$ cat config.mk
export PLATFORM = sky130hd
export DESIGN_NAME = tlv_frame_builder_crc16_unit
export DESIGN_NICKNAME = d
export VERILOG_FILES = /design/src/rtl/tfb_pkg.sv /design/src/rtl/tlv_frame_builder_crc16_unit.sv /design/src/rtl/tfb_front.sv /design/src/rtl/tfb_queue.sv /design/src/rtl/tfb_back.sv
export SDC_FILE = /design/constraint.sdc
export NUM_CORES = 1
export LEC_CHECK = 0
export ABC_AREA = 0
export BUFFER_PORTS_ARGS = -buffer_cell sky130_fd_sc_hd__buf_2
export CAP_MARGIN = 20
export CELL_PAD_IN_SITES_DETAIL_PLACEMENT = 2
export CELL_PAD_IN_SITES_GLOBAL_PLACEMENT = 2
export CORE_UTILIZATION = 35
export CTS_CLUSTER_DIAMETER = 50
export DETAILED_ROUTE_END_ITERATION = 7
export PLACE_DENSITY = 0.68
export SETUP_SLACK_MARGIN = 0.1
export SLEW_MARGIN = 20
export SYNTH_ARGS = -nofsm -noshare
export SYNTH_HDL_FRONTEND = slang
export SYNTH_SLANG_ARGS = --single-unit
$ cat constraint.sdc
create_clock -name clk -period 9.2 [get_ports clk]
set_clock_uncertainty 0.1 [all_clocks]
set_input_delay 0.46 -clock clk [delete_from_list [all_inputs] [get_ports clk]]
set_output_delay 0.46 -clock clk [all_outputs]
set_load 0.05 [all_outputs]
$ cat src/rtl/tfb_pkg.sv
// Shared types and constants of the TLV frame builder with CRC-16.
// No dependencies; every other file of the block imports this package.
package tfb_pkg;

	// Fixed frame overhead: header, tag, length and two CRC bytes
	localparam logic [7:0] FIXED_BYTES = 8'd5;
	localparam logic [7:0] TEMP_LEN = FIXED_BYTES + 8'd2;
	localparam logic [7:0] TIME_LEN = FIXED_BYTES + 8'd6;

	// Frame bytes that enter the CRC in the longest item (time frame)
	localparam int CMD_BYTES = 9;
	localparam int CMD_CNT_W = $clog2(CMD_BYTES + 1);

	// Reciprocal of 100 scaled by 2**19, rounded down
	localparam logic [12:0] DIV100_RECIP = 13'd5242;
	localparam int DIV100_SHIFT = 19;

	// CRC-ITU-T polynomial, non-reflected
	localparam logic [15:0] CRC_POLY = 16'h1021;

	// Configuration register indexes
	localparam int CFG_IDX_W = 3;
	localparam logic [CFG_IDX_W-1:0] CFG_HEADER = 3'd0;
	localparam logic [CFG_IDX_W-1:0] CFG_SERIAL_TAG = 3'd1;
	localparam logic [CFG_IDX_W-1:0] CFG_TEMP_TAG = 3'd2;
	localparam logic [CFG_IDX_W-1:0] CFG_TIME_TAG = 3'd3;
	localparam logic [CFG_IDX_W-1:0] CFG_CRC_SEED = 3'd4;
	localparam logic [CFG_IDX_W-1:0] CFG_CAPACITY = 3'd5;
	localparam int CFG_DATA_W = 16;

	// Item kinds
	typedef enum logic [1:0] {
		FUNC_SERIAL = 2'd0,
		FUNC_TEMP   = 2'd1,
		FUNC_TIME   = 2'd2,
		FUNC_UNUSED = 2'd3
	} tfb_func_t;

	typedef struct packed {
		logic [1:0]  func;
		logic [7:0]  data_byte;
		logic [7:0]  serial_length;
		logic [15:0] temperature;
		logic [8:0]  year_since_1900;
		logic [3:0]  month_index;
		logic [4:0]  day_of_month;
		logic [4:0]  hour_of_day;
		logic [5:0]  minute_of_hour;
		logic [5:0]  second_of_minute;
	} tfb_in_t;

	typedef struct packed {
		logic [7:0] out_byte;
		logic       frame_last;
		logic       frame_error;
		logic [7:0] frame_total;
	} tfb_out_t;

	typedef struct packed {
		logic [7:0]  header_byte;
		logic [7:0]  serial_tag;
		logic [7:0]  temperature_tag;
		logic [7:0]  time_tag;
		logic [15:0] crc_seed;
		logic [7:0]  frame_capacity;
	} tfb_cfg_t;

	// One queued job for the emitter: CRC-covered bytes, then optional tail
	typedef struct packed {
		logic [CMD_BYTES-1:0][7:0] bytes;
		logic [CMD_CNT_W-1:0]      nbytes;
		logic                      seed;
		logic                      serial;
		logic                      tail;
		logic                      err;
		logic [7:0]                total;
	} tfb_cmd_t;

endpackage

$ cat src/rtl/tlv_frame_builder_crc16_unit.sv
// Top level of the TLV frame builder with CRC-16: configuration registers,
// front end, job queue and emitter. Uses tfb_pkg, tfb_front, tfb_queue, tfb_back.
//
// Input channel (in_valid / in_stall / in_item): one item per accepted beat;
// func selects a serial-number byte, a temperature or a time item.
// Output channel (out_valid / out_stall / out_item): one frame byte per beat,
// header, tag, length, payload, then CRC high and low byte; frame_last marks
// the final byte, frame_error a rejected item (capacity too small).
// Config channel (cfg_valid / cfg_ready / cfg_index / cfg_data): always ready;
// write only while the block is idle.
// With the queue empty, an accepted item passes the front-end stage register
// and the job queue before out_valid rises for its first byte.
// Throughput: the emitter sends one byte per cycle while the output is not
// stalled; a time item makes 11 bytes, a temperature item 7, a mid-string
// serial byte 1 and an error 1. Items enter one per cycle while the
// job queue (QueueDepth entries) has room.
// Reset clears the serial position, the queue and the output valid, and loads
// the register defaults. A stalled output holds its byte; the queue keeps
// taking items until full, then in_stall rises.
module tlv_frame_builder_crc16_unit #(
	parameter int QueueDepth = 4
) (
	input  logic                           clk,
	input  logic                           arst_n,
	input  logic                           in_valid,
	output logic                           in_stall,
	input  tfb_pkg::tfb_in_t               in_item,
	output logic                           out_valid,
	input  logic                           out_stall,
	output tfb_pkg::tfb_out_t              out_item,
	input  logic                           cfg_valid,
	output logic                           cfg_ready,
	input  logic [tfb_pkg::CFG_IDX_W-1:0]  cfg_index,
	input  logic [tfb_pkg::CFG_DATA_W-1:0] cfg_data
);
	import tfb_pkg::*;

	tfb_cfg_t cfg_q;
	logic     push;
	tfb_cmd_t push_cmd;
	logic     pop;
	logic     q_full;
	logic     q_empty;
	tfb_cmd_t head_cmd;

	assign cfg_ready = 1'b1;

	// Write configuration registers
	always_ff @(posedge clk or negedge arst_n) begin
		if (!arst_n) begin
			cfg_q.header_byte     <= 8'd0;
			cfg_q.serial_tag      <= 8'd1;
			cfg_q.temperature_tag <= 8'd2;
			cfg_q.time_tag        <= 8'd3;
			cfg_q.crc_seed        <= 16'hFFFF;
			cfg_q.frame_capacity  <= 8'd255;
		end else if (cfg_valid && cfg_ready) begin
			case (cfg_index)
				CFG_HEADER:     cfg_q.header_byte     <= cfg_data[7:0];
				CFG_SERIAL_TAG: cfg_q.serial_tag      <= cfg_data[7:0];
				CFG_TEMP_TAG:   cfg_q.temperature_tag <= cfg_data[7:0];
				CFG_TIME_TAG:   cfg_q.time_tag        <= cfg_data[7:0];
				CFG_CRC_SEED:   cfg_q.crc_seed        <= cfg_data;
				CFG_CAPACITY:   cfg_q.frame_capacity  <= cfg_data[7:0];
				default: begin
				end
			endcase
		end
	end

	tfb_front u_front (
		.clk      (clk),
		.arst_n   (arst_n),
		.cfg      (cfg_q),
		.in_valid (in_valid),
		.in_stall (in_stall),
		.in_item  (in_item),
		.push     (push),
		.push_cmd (push_cmd),
		.q_full   (q_full)
	);

	tfb_queue #(
		.Depth (QueueDepth)
	) u_queue (
		.clk      (clk),
		.arst_n   (arst_n),
		.push     (push),
		.push_cmd (push_cmd),
		.pop      (pop),
		.full     (q_full),
		.empty    (q_empty),
		.head_cmd (head_cmd)
	);

	tfb_back u_back (
		.clk       (clk),
		.arst_n    (arst_n),
		.cfg       (cfg_q),
		.q_empty   (q_empty),
		.head_cmd  (head_cmd),
		.pop       (pop),
		.out_valid (out_valid),
		.out_stall (out_stall),
		.out_item  (out_item)
	);

endmodule

$ cat src/rtl/tfb_front.sv
// Front end of the TLV frame builder: accepts items, tracks the serial
// string position and turns each item into an emitter job. Uses tfb_pkg.
module tfb_front (
	input  logic              clk,
	input  logic              arst_n,
	input  tfb_pkg::tfb_cfg_t cfg,
	input  logic              in_valid,
	output logic              in_stall,
	input  tfb_pkg::tfb_in_t  in_item,
	output logic              push,
	output tfb_pkg::tfb_cmd_t push_cmd,
	input  logic              q_full
);
	import tfb_pkg::*;

	logic        valid_s1;
	tfb_in_t     item_s1;
	logic [9:0]  quot_s1;
	logic [7:0]  serial_count_q;
	logic [7:0]  serial_kept_q;

	logic [28:0] quot_prod;
	logic        advance;
	logic        want_push;
	logic [7:0]  count_next;
	logic [7:0]  kept_next;
	tfb_cmd_t    cmd;

	// Hold the stage while the queue is full
	assign advance  = valid_s1 && !q_full;
	assign in_stall = valid_s1 && q_full;

	// Estimate temperature / 100; may be one low, fixed in the next stage
	assign quot_prod = 29'(in_item.temperature) * 29'(DIV100_RECIP);

	always_ff @(posedge clk or negedge arst_n) begin
		if (!arst_n) begin
			valid_s1 <= 1'b0;
		end else if (!in_stall) begin
			valid_s1 <= in_valid;
		end
	end

	always_ff @(posedge clk) begin
		if (in_valid && !in_stall) begin
			item_s1 <= in_item;
			quot_s1 <= quot_prod[28:DIV100_SHIFT];
		end
	end

	// Build the job and the next serial state
	always_comb begin
		logic [15:0] rem_raw;
		logic        rem_ge;
		logic [7:0]  rem_fix;
		logic [9:0]  quot_fix;
		logic        open;
		logic [7:0]  room;
		logic [7:0]  len;
		logic [7:0]  kept_eff;
		logic        has_data;
		logic [7:0]  cnt_inc;

		rem_raw  = item_s1.temperature - 16'({6'd0, quot_s1} * 16'd100);
		rem_ge   = rem_raw[7:0] >= 8'd100;
		rem_fix  = rem_ge ? rem_raw[7:0] - 8'd100 : rem_raw[7:0];
		quot_fix = quot_s1 + {9'd0, rem_ge};

		len      = item_s1.serial_length;
		open     = serial_count_q == 8'd0;
		room     = (cfg.frame_capacity >= FIXED_BYTES) ?
			cfg.frame_capacity - FIXED_BYTES : 8'd0;
		kept_eff = open ? ((len < room) ? len : room) : serial_kept_q;
		has_data = serial_count_q < kept_eff;
		cnt_inc  = serial_count_q + 8'd1;

		cmd        = '0;
		want_push  = 1'b0;
		count_next = serial_count_q;
		kept_next  = serial_kept_q;

		case (tfb_func_t'(item_s1.func))
			FUNC_SERIAL: begin
				kept_next  = kept_eff;
				count_next = (cnt_inc >= len) ? 8'd0 : cnt_inc;
				cmd.seed   = open;
				cmd.serial = 1'b1;
				cmd.total  = kept_eff + FIXED_BYTES;
				cmd.tail   = (kept_eff == 8'd0 && open) ||
					(kept_eff != 8'd0 && ({1'b0, serial_count_q} + 9'd1) ==
					{1'b0, kept_eff});
				if (open) begin
					cmd.bytes[0] = cfg.header_byte;
					cmd.bytes[1] = cfg.serial_tag;
					cmd.bytes[2] = kept_eff + FIXED_BYTES;
					cmd.bytes[3] = item_s1.data_byte;
					cmd.nbytes   = has_data ? CMD_CNT_W'(4) : CMD_CNT_W'(3);
				end else begin
					cmd.bytes[0] = item_s1.data_byte;
					cmd.nbytes   = has_data ? CMD_CNT_W'(1) : CMD_CNT_W'(0);
				end
				want_push = open || has_data;
			end
			FUNC_TEMP: begin
				want_push = 1'b1;
				if (cfg.frame_capacity < TEMP_LEN) begin
					cmd.err = 1'b1;
				end else begin
					cmd.bytes[0] = cfg.header_byte;
					cmd.bytes[1] = cfg.temperature_tag;
					cmd.bytes[2] = TEMP_LEN;
					cmd.bytes[3] = quot_fix[7:0];
					cmd.bytes[4] = rem_fix;
					cmd.nbytes   = CMD_CNT_W'(5);
					cmd.seed     = 1'b1;
					cmd.tail     = 1'b1;
					cmd.total    = TEMP_LEN;
				end
			end
			FUNC_TIME: begin
				want_push = 1'b1;
				if (cfg.frame_capacity < TIME_LEN) begin
					cmd.err = 1'b1;
				end else begin
					cmd.bytes[0] = cfg.header_byte;
					cmd.bytes[1] = cfg.time_tag;
					cmd.bytes[2] = TIME_LEN;
					cmd.bytes[3] = 8'(item_s1.year_since_1900 - 9'd100);
					cmd.bytes[4] = {4'd0, item_s1.month_index} + 8'd1;
					cmd.bytes[5] = {3'd0, item_s1.day_of_month};
					cmd.bytes[6] = {3'd0, item_s1.hour_of_day};
					cmd.bytes[7] = {2'd0, item_s1.minute_of_hour};
					cmd.bytes[8] = {2'd0, item_s1.second_of_minute};
					cmd.nbytes   = CMD_CNT_W'(9);
					cmd.seed     = 1'b1;
					cmd.tail     = 1'b1;
					cmd.total    = TIME_LEN;
				end
			end
			default: begin
				want_push = 1'b0;
			end
		endcase
	end

	assign push     = advance && want_push;
	assign push_cmd = cmd;

	// Advance the serial string position
	always_ff @(posedge clk or negedge arst_n) begin
		if (!arst_n) begin
			serial_count_q <= 8'd0;
			serial_kept_q  <= 8'd0;
		end else if (advance) begin
			serial_count_q <= count_next;
			serial_kept_q  <= kept_next;
		end
	end

endmodule

$ cat src/rtl/tfb_queue.sv
// Job queue between front end and emitter of the TLV frame builder.
// Small register FIFO of tfb_pkg::tfb_cmd_t entries.
module tfb_queue #(
	parameter int Depth = 4
) (
	input  logic              clk,
	input  logic              arst_n,
	input  logic              push,
	input  tfb_pkg::tfb_cmd_t push_cmd,
	input  logic              pop,
	output logic              full,
	output logic              empty,
	output tfb_pkg::tfb_cmd_t head_cmd
);
	import tfb_pkg::*;

	localparam int PtrW = (Depth > 1) ? $clog2(Depth) : 1;
	localparam int CntW = $clog2(Depth + 1);
	localparam logic [PtrW-1:0] LastPtr = PtrW'(Depth - 1);

	tfb_cmd_t        slot_q [Depth];
	logic [PtrW-1:0] wr_ptr_q;
	logic [PtrW-1:0] rd_ptr_q;
	logic [CntW-1:0] count_q;

	assign full     = count_q == CntW'(Depth);
	assign empty    = count_q == '0;
	assign head_cmd = slot_q[rd_ptr_q];

	// Store jobs
	always_ff @(posedge clk) begin
		if (push) begin
			slot_q[wr_ptr_q] <= push_cmd;
		end
	end

	// Advance pointers and fill count
	always_ff @(posedge clk or negedge arst_n) begin
		if (!arst_n) begin
			wr_ptr_q <= '0;
			rd_ptr_q <= '0;
			count_q  <= '0;
		end else begin
			if (push) begin
				wr_ptr_q <= (wr_ptr_q == LastPtr) ? '0 : wr_ptr_q + PtrW'(1);
			end
			if (pop) begin
				rd_ptr_q <= (rd_ptr_q == LastPtr) ? '0 : rd_ptr_q + PtrW'(1);
			end
			if (push && !pop) begin
				count_q <= count_q + CntW'(1);
			end else if (pop && !push) begin
				count_q <= count_q - CntW'(1);
			end
		end
	end

endmodule

$ cat src/rtl/tfb_back.sv
// Emitter of the TLV frame builder: walks each queued job one frame byte
// per cycle while the output is not stalled, runs the CRC-16 and drives the output register. Uses tfb_pkg.
module tfb_back (
	input  logic              clk,
	input  logic              arst_n,
	input  tfb_pkg::tfb_cfg_t cfg,
	input  logic              q_empty,
	input  tfb_pkg::tfb_cmd_t head_cmd,
	output logic              pop,
	output logic              out_valid,
	input  logic              out_stall,
	output tfb_pkg::tfb_out_t out_item
);
	import tfb_pkg::*;

	// One byte of CRC-ITU-T, MSB first
	function automatic logic [15:0] crc_byte(input logic [15:0] crc_in,
		input logic [7:0] b);
		logic [15:0] c;
		c = crc_in ^ {b, 8'd0};
		for (int i = 0; i < 8; i++) begin
			c = c[15] ? ({c[14:0], 1'b0} ^ CRC_POLY) : {c[14:0], 1'b0};
		end
		return c;
	endfunction

	logic [CMD_CNT_W-1:0] pos_q;
	logic [15:0]          crc_q;
	logic [15:0]          serial_crc_q;
	logic                 out_valid_q;
	tfb_out_t             out_item_q;

	logic                 emit;
	logic [CMD_CNT_W:0]   pos_ext;
	logic [CMD_CNT_W:0]   n_ext;
	logic                 is_data;
	logic                 is_hi;
	logic                 last_step;
	logic [15:0]          crc_run;
	logic [15:0]          crc_cur;
	logic [7:0]           data_sel;
	tfb_out_t             next_item;

	assign emit    = !q_empty && (!out_valid_q || !out_stall);
	assign pos_ext = {1'b0, pos_q};
	assign n_ext   = {1'b0, head_cmd.nbytes};

	// Classify the current step of the job
	assign is_data   = !head_cmd.err && (pos_q < head_cmd.nbytes);
	assign is_hi     = !head_cmd.err && head_cmd.tail && (pos_q == head_cmd.nbytes);
	assign last_step = head_cmd.err ||
		(head_cmd.tail ? (pos_ext == n_ext + (CMD_CNT_W+1)'(1)) :
		(pos_ext + (CMD_CNT_W+1)'(1) == n_ext));
	// Serial frames keep their own running CRC across interleaved items
	assign crc_run   = head_cmd.serial ? serial_crc_q : crc_q;
	assign crc_cur   = (head_cmd.seed && pos_q == '0) ? cfg.crc_seed : crc_run;
	assign data_sel  = (pos_q < CMD_CNT_W'(CMD_BYTES)) ?
		head_cmd.bytes[pos_q] : 8'd0;

	always_comb begin
		next_item             = '0;
		next_item.frame_error = head_cmd.err;
		if (head_cmd.err) begin
			next_item.frame_last = 1'b1;
		end else if (is_data) begin
			next_item.out_byte = data_sel;
		end else if (is_hi) begin
			next_item.out_byte = crc_cur[15:8];
		end else begin
			next_item.out_byte    = crc_cur[7:0];
			next_item.frame_last  = 1'b1;
			next_item.frame_total = head_cmd.total;
		end
	end

	assign pop = emit && last_step;

	// Step through the job and run the CRC
	always_ff @(posedge clk or negedge arst_n) begin
		if (!arst_n) begin
			pos_q        <= '0;
			crc_q        <= 16'd0;
			serial_crc_q <= 16'd0;
			out_valid_q  <= 1'b0;
		end else begin
			if (emit) begin
				pos_q <= last_step ? '0 : pos_q + CMD_CNT_W'(1);
				if (is_data) begin
					if (head_cmd.serial) begin
						serial_crc_q <= crc_byte(crc_cur, data_sel);
					end else begin
						crc_q <= crc_byte(crc_cur, data_sel);
					end
				end
			end
			if (emit) begin
				out_valid_q <= 1'b1;
			end else if (!out_stall) begin
				out_valid_q <= 1'b0;
			end
		end
	end

	// Hold the result until taken
	always_ff @(posedge clk) begin
		if (emit) begin
			out_item_q <= next_item;
		end
	end

	assign out_valid = out_valid_q;
	assign out_item  = out_item_q;

endmodule
* Yosys cells after proc, flatten, opt, wreduce, memory -nomap -nowiden
Memory sizes are Yosys's and may differ from the RTL's.
Cells that the tools add are included.
** Storage, ports and cells
- Bits in registers :: 205
- Latch bits :: 0
- Bits in writable memories :: 344
- Memory bits (read-only) :: 0
- Input port bits :: 93
- Output and inout bits :: 21
- Logic and storage cells :: 182
- Memories kept :: 1
** Memories
- u_queue.slot_q :: depth 4, bits a word 86, rd ports 1, clocked after memory_dff 0, write ports 1, line tfb_queue.sv:21 : tfb_cmd_t slot_q [Depth];
** Operators by class
- $add $sub $neg :: 16
- Multipliers :: 2
- Divide/modulo/power cells :: 0
- Order comparisons :: 10
- Equal/unequal tests :: 15
- Shift-type cells :: 0
- Muxes and demuxes :: 52
- Bitwise gates (word level) :: 10
- Reduce and logical (&&, ||, !) cells :: 45
** Operators with widths (number)
- 37-bit one-hot mux with 3 select lines :: 1
- 13-bit 2-to-1 mux :: 8
- 75-bit 2-to-1 mux :: 1
- 8-bit 2-to-1 mux :: 9
- 45-bit 2-to-1 mux :: 1
- 8-bit binary-select mux with 4-bit select :: 1
- 16-bit 2-to-1 mux :: 2
- 30-bit 2-to-1 mux :: 1
- 16-bit by 12-bit multiplier with 28-bit output (second input constant) :: 1
- 24-bit 2-to-1 mux :: 1
- 3-bit NOT :: 8
- 8-bit one-hot mux with 3 select lines :: 1
- 8-bit logical NOT :: 2
- 8-bit less-than comparator :: 2
- 8-bit one-hot mux with 2 select lines :: 1
- 8-bit by 7-bit subtractor with 8-bit output (second input constant) :: 2
- 16-bit bitwise XOR :: 1
- 4-bit by 1-bit adder with 5-bit output (second input constant) :: 3
- 1-bit logical AND :: 14
- 2-bit AND reduction :: 7
- 1-bit 2-to-1 mux :: 13
- 12-bit 2-to-1 mux :: 1
- 3-bit 2-to-1 mux :: 4
- 10-bit by 5-bit multiplier with 6-bit output (second input constant) :: 1
- other kinds (43) :: 64

* Depth between registers and ports, before layout
An unclocked memory read counts as a cell.
- Word-level depth :: 21
- Mapped depth :: 30
- Gate-level depth less buffers :: 30

* Hierarchy
A second synthesis with hierarchy kept.
** Second synthesis, totals
- Cell total of the unflattened synthesis :: 1848
- Area, all modules :: 28026.9 sq um
** Modules (own cells, without submodules)
- tfb_queue :: instances 1, cells each 497, area an instance 13202.7 sq um, sequential area each 10745.3 sq um
- tfb_front :: instances 1, cells each 884, area an instance 8888.5 sq um, sequential area each 2467.4 sq um
- tfb_back :: instances 1, cells each 342, area an instance 3702.3 sq um, sequential area each 1466.4 sq um
- tlv_frame_builder_crc16_unit :: instances 1, cells each 125, area an instance 2233.4 sq um, sequential area each 1436.4 sq um

* Worst setup path before layout
OpenSTA, ideal clock, no wires.
- Kind :: register -> register
- From :: register cfg_q[2] (netlist bit)
- To :: memory u_queue.slot_q[0][0] (netlist bit) (enable)
- Setup time :: 0.445 ns
- Arrival :: 6.494 ns
- Data required time :: 8.655 ns
- Slack :: 2.161 ns
- Cell stages (with the launch flop) :: 25
- Path buffers :: 1
- Clock period less this slack :: 7.039 ns
- Cell sequence :: dfstp_2 -> clkbuf_1 -> o21ai_0 -> and2_1 -> nor3_1 -> inv_1 -> ha_1 -> a2111oi_0 -> a211oi_1 -> o21ai_2 -> nand3_1 -> a31oi_1 -> inv_1 -> ha_1 -> a21oi_1 -> o21ba_2 -> o22ai_1 -> a21oi_1 -> nor2_1 -> o22a_1 -> ha_1 -> inv_1 -> a21oi_1 -> nor3_1 -> and2_1
** Between the ends
- Longest elaborated chain between the ends :: 11
- Elaborated cells on any way between the ends :: 12
- Those cells by class :: add/sub: 1; order compare: 3; mux: 6; reduce/logical: 2
** RTL lines
- start: declaration :: line tlv_frame_builder_crc16_unit.sv:38 : tfb_cfg_t cfg_q;
- 8-bit by 3-bit subtractor with 8-bit output / 8-bit by 3-bit >= comparator with 1-bit output (equally long branches) :: line tfb_front.sv:72, tfb_front.sv:71
- 8-bit 2-to-1 mux (*) :: line tfb_front.sv:71 : room = (cfg.frame_capacity >= FIXED_BYTES) ?
- 8-bit less-than comparator :: line tfb_front.sv:73 : kept_eff = open ? ((len < room) ? len : room) : serial_kept_q;
- 8-bit 2-to-1 mux (*) (2 in a row) :: line tfb_front.sv:73
- 8-bit less-than comparator (*) :: line tfb_front.sv:74 : has_data = serial_count_q < kept_eff;
- 1-bit logical OR (*) :: line tfb_front.sv:102 : want_push = open || has_data;
- 1-bit one-hot mux with 2 select lines (*) :: line tfb_front.sv:82 : case (tfb_func_t'(item_s1.func))
- 1-bit logical AND (*) :: line tfb_front.sv:146 : assign push = advance && want_push;
- named net push :: line tlv_frame_builder_crc16_unit.sv:39 : logic push;
- 1-bit 2-to-1 mux (*) :: line tfb_queue.sv:32 : if (push) begin
- 1-bit 2-to-1 mux (implied by the code) (*) :: line tfb_queue.sv:33 : slot_q[wr_ptr_q] <= push_cmd;
- end: declaration :: line tfb_queue.sv:21
Mark *: on every way through the listed nets, which the timed path passes. The rest lies on a longest branch.

* Final worst setup path
- From :: register cfg_q[0] (netlist bit)
- To :: memory u_queue.slot_q[1][21] (netlist bit) (enable)
The elaborated chain is that of the path after synthesis.

==> flow_summary.ini <==
[global_routing]
grt_pass1_wl_mm = 113
grt_max_degree = 68
antenna_found_initial = 8
overflow = 0
grt_pass1_vias = 18200
track_usage = 0.198

[clock_tree]
htreeDepth = 3
clk_pin_slew_ps = 60
insertion_delay_ps = 620
cts_buffers = 71
clock_sinks = 515
cts_tree = built
root_buffer = clkbuf_16
post-cts-setup-buffers = 0
cts_buffer_depth = 3

[synthesis]
synth_fp_nets = 2133
synth_enable_flop_cells = 398
avgSynthCellArea_um2 = 14.4
syn_inst = 1823
muxShareOfSynthArea = 0.120
synth_seq_cells = 515
synthDistinctLibCells = 81
yosys_warnings = 0
dominantRegCellSynth = edfxtp_1
syn_area_um2 = 26200
synthXorXnorAreaFrac = 0.0303
ys_top_cells_by_area = edfxtp_1 (46%), dfrtp_1 (8.5%), ha_1 (7.4%), mux4_2 (5.4%), fa_1 (4.7%)
synth_compound_area_frac = 0.0611
synthAdderAreaFrac = 0.121
synthArstFlopShare = 0.227
synth_top_family_by_area = adder cells
synth_top_area_frac = 0.455
yosys.area.top_type = edfxtp_1
synth_simple_gate_area_share = 0.0624
seq_area_frac_synth = 0.568

[power]
switching_share = 0.390
power_leakage_nw = 12.3
vdd_ir_drop_max_v = 0.000171
p_sw_mw = 4.42
p_per_area_nw_per_um2 = 365
clock_power_share = 0.248
p_int_mw = 6.90
combPwrFrac = 0.443
seq_power_share = 0.309

[min_path]
whs_endpoint = u_front.item_s1[35]
hp-start = in_item[35]
holdCritPathClass = input port to register
hold_depth = 1

[die]
die_h_um = 276
io_pins = 114
initial_utilization = 0.353
core_um2 = 74300
dieWidth_um = 276
fp-row-count = 100
die_area_um2 = 76100

[final_layout]
fillCellCount = 7355
diodes = 0
drive_gt1_frac = 0.223
area_delta_synth_final_pct = 18.0
final_nets = 2343
final_cells = 3059
seqCellArea_um2 = 14900
multiInputGateArea_um2 = 10400

[timing]
tightest_slew_ps = 1100
finalHoldViolations = 0
drv_slew = 0
relSlewSlack = 0.264
timing.hold.ws_ps = 100
min_period_ps = 7560
fin_setup_tns_ps = 0
fmax_mhz = 132
rsz0062_at_grt = false
setup_viol = 0
finalCritPeriodShare = 0.822

[routing]
wire_per_inst_um = 23.9
drc = 0
routed_wl_mm = 73.1
detail-route-antenna-nets = 0
via_per_inst = 5.23
drt_iter0_drc = 791
route.vias.total = 16000
drtPass1Iterations = 5

[run_status]
status = completed

[critical_path]
worst_setup_path_end_kind = register
rrSetupSlack_ps = 1640
critPathKind = register to register
timing.rr.start = cfg_q[0]
arrival_ps = 7770
cp-start-kind = register
reg2regPathDepth = 26
path_max_fanout = 65
worst_ep_required_time_ps = 9410
regToRegEndpoint = u_queue.slot_q[1][21]

[placed_design]
dp_cells = 2865
dp_hpwl_mm = 51.3
port_buffers = 111
place_congestion = 0.783

[run]
maxCapViolations = 0
==> cells by family (layout without fill, tap and decap cells) <==
kind of cell,Yosys count,count (layout)
simple gates,340,340
other cells,1,1
compound gates,237,237
flops,515,515
mux,207,207
buf+inv,222,489
xor+xnor,84,84
fa+ha+maj,217,217
==> metal layers <==
layer	track usage	wire length, µm	vias up
met3	0.0263	2790	108
li1	-	-	7190
met5	0	10	-
met2	0.347	37200	315
met1	0.253	31300	8375
met4	0.0635	1790	2
==> per-stage QoR <==
stage	util	instance area [µm²]	setup slack [ps]	power (mW)
global placement	0.375	27900	1890	8.31
floorplan	-	26200	2160	7.10
detailed placement	0.375	27900	1750	8.57
global route	0.417	31000	920	12.1
CTS	0.417	31000	1530	11.5
finish	0.417	31000	1640	11.3
==> Yosys cell counts, drive strengths merged, types with 11 or more instances <==
master and instances:
a21oi 37, a22oi 15, and2 16, and3 34
buf 30, clkbuf 35, dfrtp 89, dfstp 28
edfxtp 398, fa 62, ha 155, inv 157
mux2 89, mux2i 44, mux4 74, nand2 98
nand2b 11, nand3 30, nor2 87, nor2b 21
nor3 15, o21ai 75, o22ai 13, xnor2 50
xor2 34
==> sequential cells by signal, summed over array words and instances (netlist names) <==
register and cells:
u_front.quot_s1 8, u_queue.count_q 3, u_front.serial_count_q 8, u_back.out_valid 1, u_back.pos_q 4, u_back.crc_q 16
cfg_q 56, u_front.serial_kept_q 8, u_back.out_item 18, u_queue.rd_ptr_q 2, u_back.serial_crc_q 16, u_front.item_s1 60
u_queue.slot_q 312, u_queue.wr_ptr_q 2, u_front.valid_s1 1
==> cell type report <==
type	count	area share
clock buffer	82	0.0621
tap	969	0.0392
multi-input combinational	1086	0.336
inverter	157	0.0190
clock inverter	48	0.0162
sequential	515	0.482
timing repair buffer	202	0.0456
==> cell usage in the layout (no fill, tap or decap), drive strengths merged, types with 6 or more instances in the layout <==
| cell type | instances |
|---|---|
| nand2 | 98 |
| nor4 | 6 |
| a22oi | 15 |
| a22o | 6 |
| nor2b | 21 |
| o211ai | 7 |
| dfrtp | 89 |
| nor3 | 15 |
| fa | 62 |
| nand2b | 11 |
| o22ai | 13 |
| dlygate4sd3 | 63 |
| buf | 139 |
| a222oi | 10 |
| xnor2 | 50 |
| inv | 168 |
| a21o | 10 |
| and2 | 16 |
| a31oi | 6 |
| a32oi | 8 |
| a21oi | 37 |
| edfxtp | 398 |
| a211oi | 9 |
| o21a | 6 |
| mux4 | 74 |
| clkinv | 25 |
| clkinvlp | 6 |
| mux2i | 44 |
| xor2 | 34 |
| ha | 155 |
| nand3 | 30 |
| mux2 | 89 |
| and3 | 34 |
| bufinv | 6 |
| o21ai | 75 |
| clkbuf | 82 |
| nor2 | 87 |
| dfstp | 28 |
==> worst max path at each step <==
stage | slack (ps) | startpoint | depth (start not counted) | to
3_5_place_dp | 1750 | cfg_q[0] | 26 | u_queue.slot_q[1][21]
4_1_cts | 1530 | cfg_q[0] | 26 | u_queue.slot_q[1][21]
2_1_floorplan | 2160 | cfg_q[2] | 24 | u_queue.slot_q[0][0]
5_1_grt | 920 | cfg_q[0] | 26 | u_queue.slot_q[1][22]
3_3_place_gp | 1890 | cfg_q[0] | 26 | u_queue.slot_q[1][30]
6_report | 1640 | cfg_q[0] | 26 | u_queue.slot_q[1][21]
==> repair_timing <==
item                                   in CTS  in global routing
gates resized for setup                     0                  0
hold buffers                               63                  0
endpoints found under the hold margin      98                  0
==> critical path, stage by stage, from the launching register on <==
cell	delay (ps)
dfstp_2	590
inv_1	80
ha_1	260
nand2b_1	190
a211oi_4	120
nor3_1	310
inv_1	90
ha_1	310
a2111oi_0	460
a211oi_1	140
o21ai_2	170
nand3_1	120
a31oi_1	360
inv_1	180
ha_1	320
a21oi_1	170
o21ba_2	150
o22ai_1	90
a21oi_1	180
nor2_1	90
o22a_1	240
ha_1	190
inv_1	50
a21oi_1	60
nor3_1	880
and2_4	960
buf_4	330
==> power by group through the flow <==
stage	clock [mW]	sequential [mW]	combinational, mW
after floorplan	0	3.46	3.63
after global placement	0	3.50	4.81
after detailed placement	0	3.55	5.03
after CTS	2.87	3.51	5.11
after global routing	2.95	3.56	5.54
final	2.80	3.50	5.01
Power figures use the tool's default switching activity.
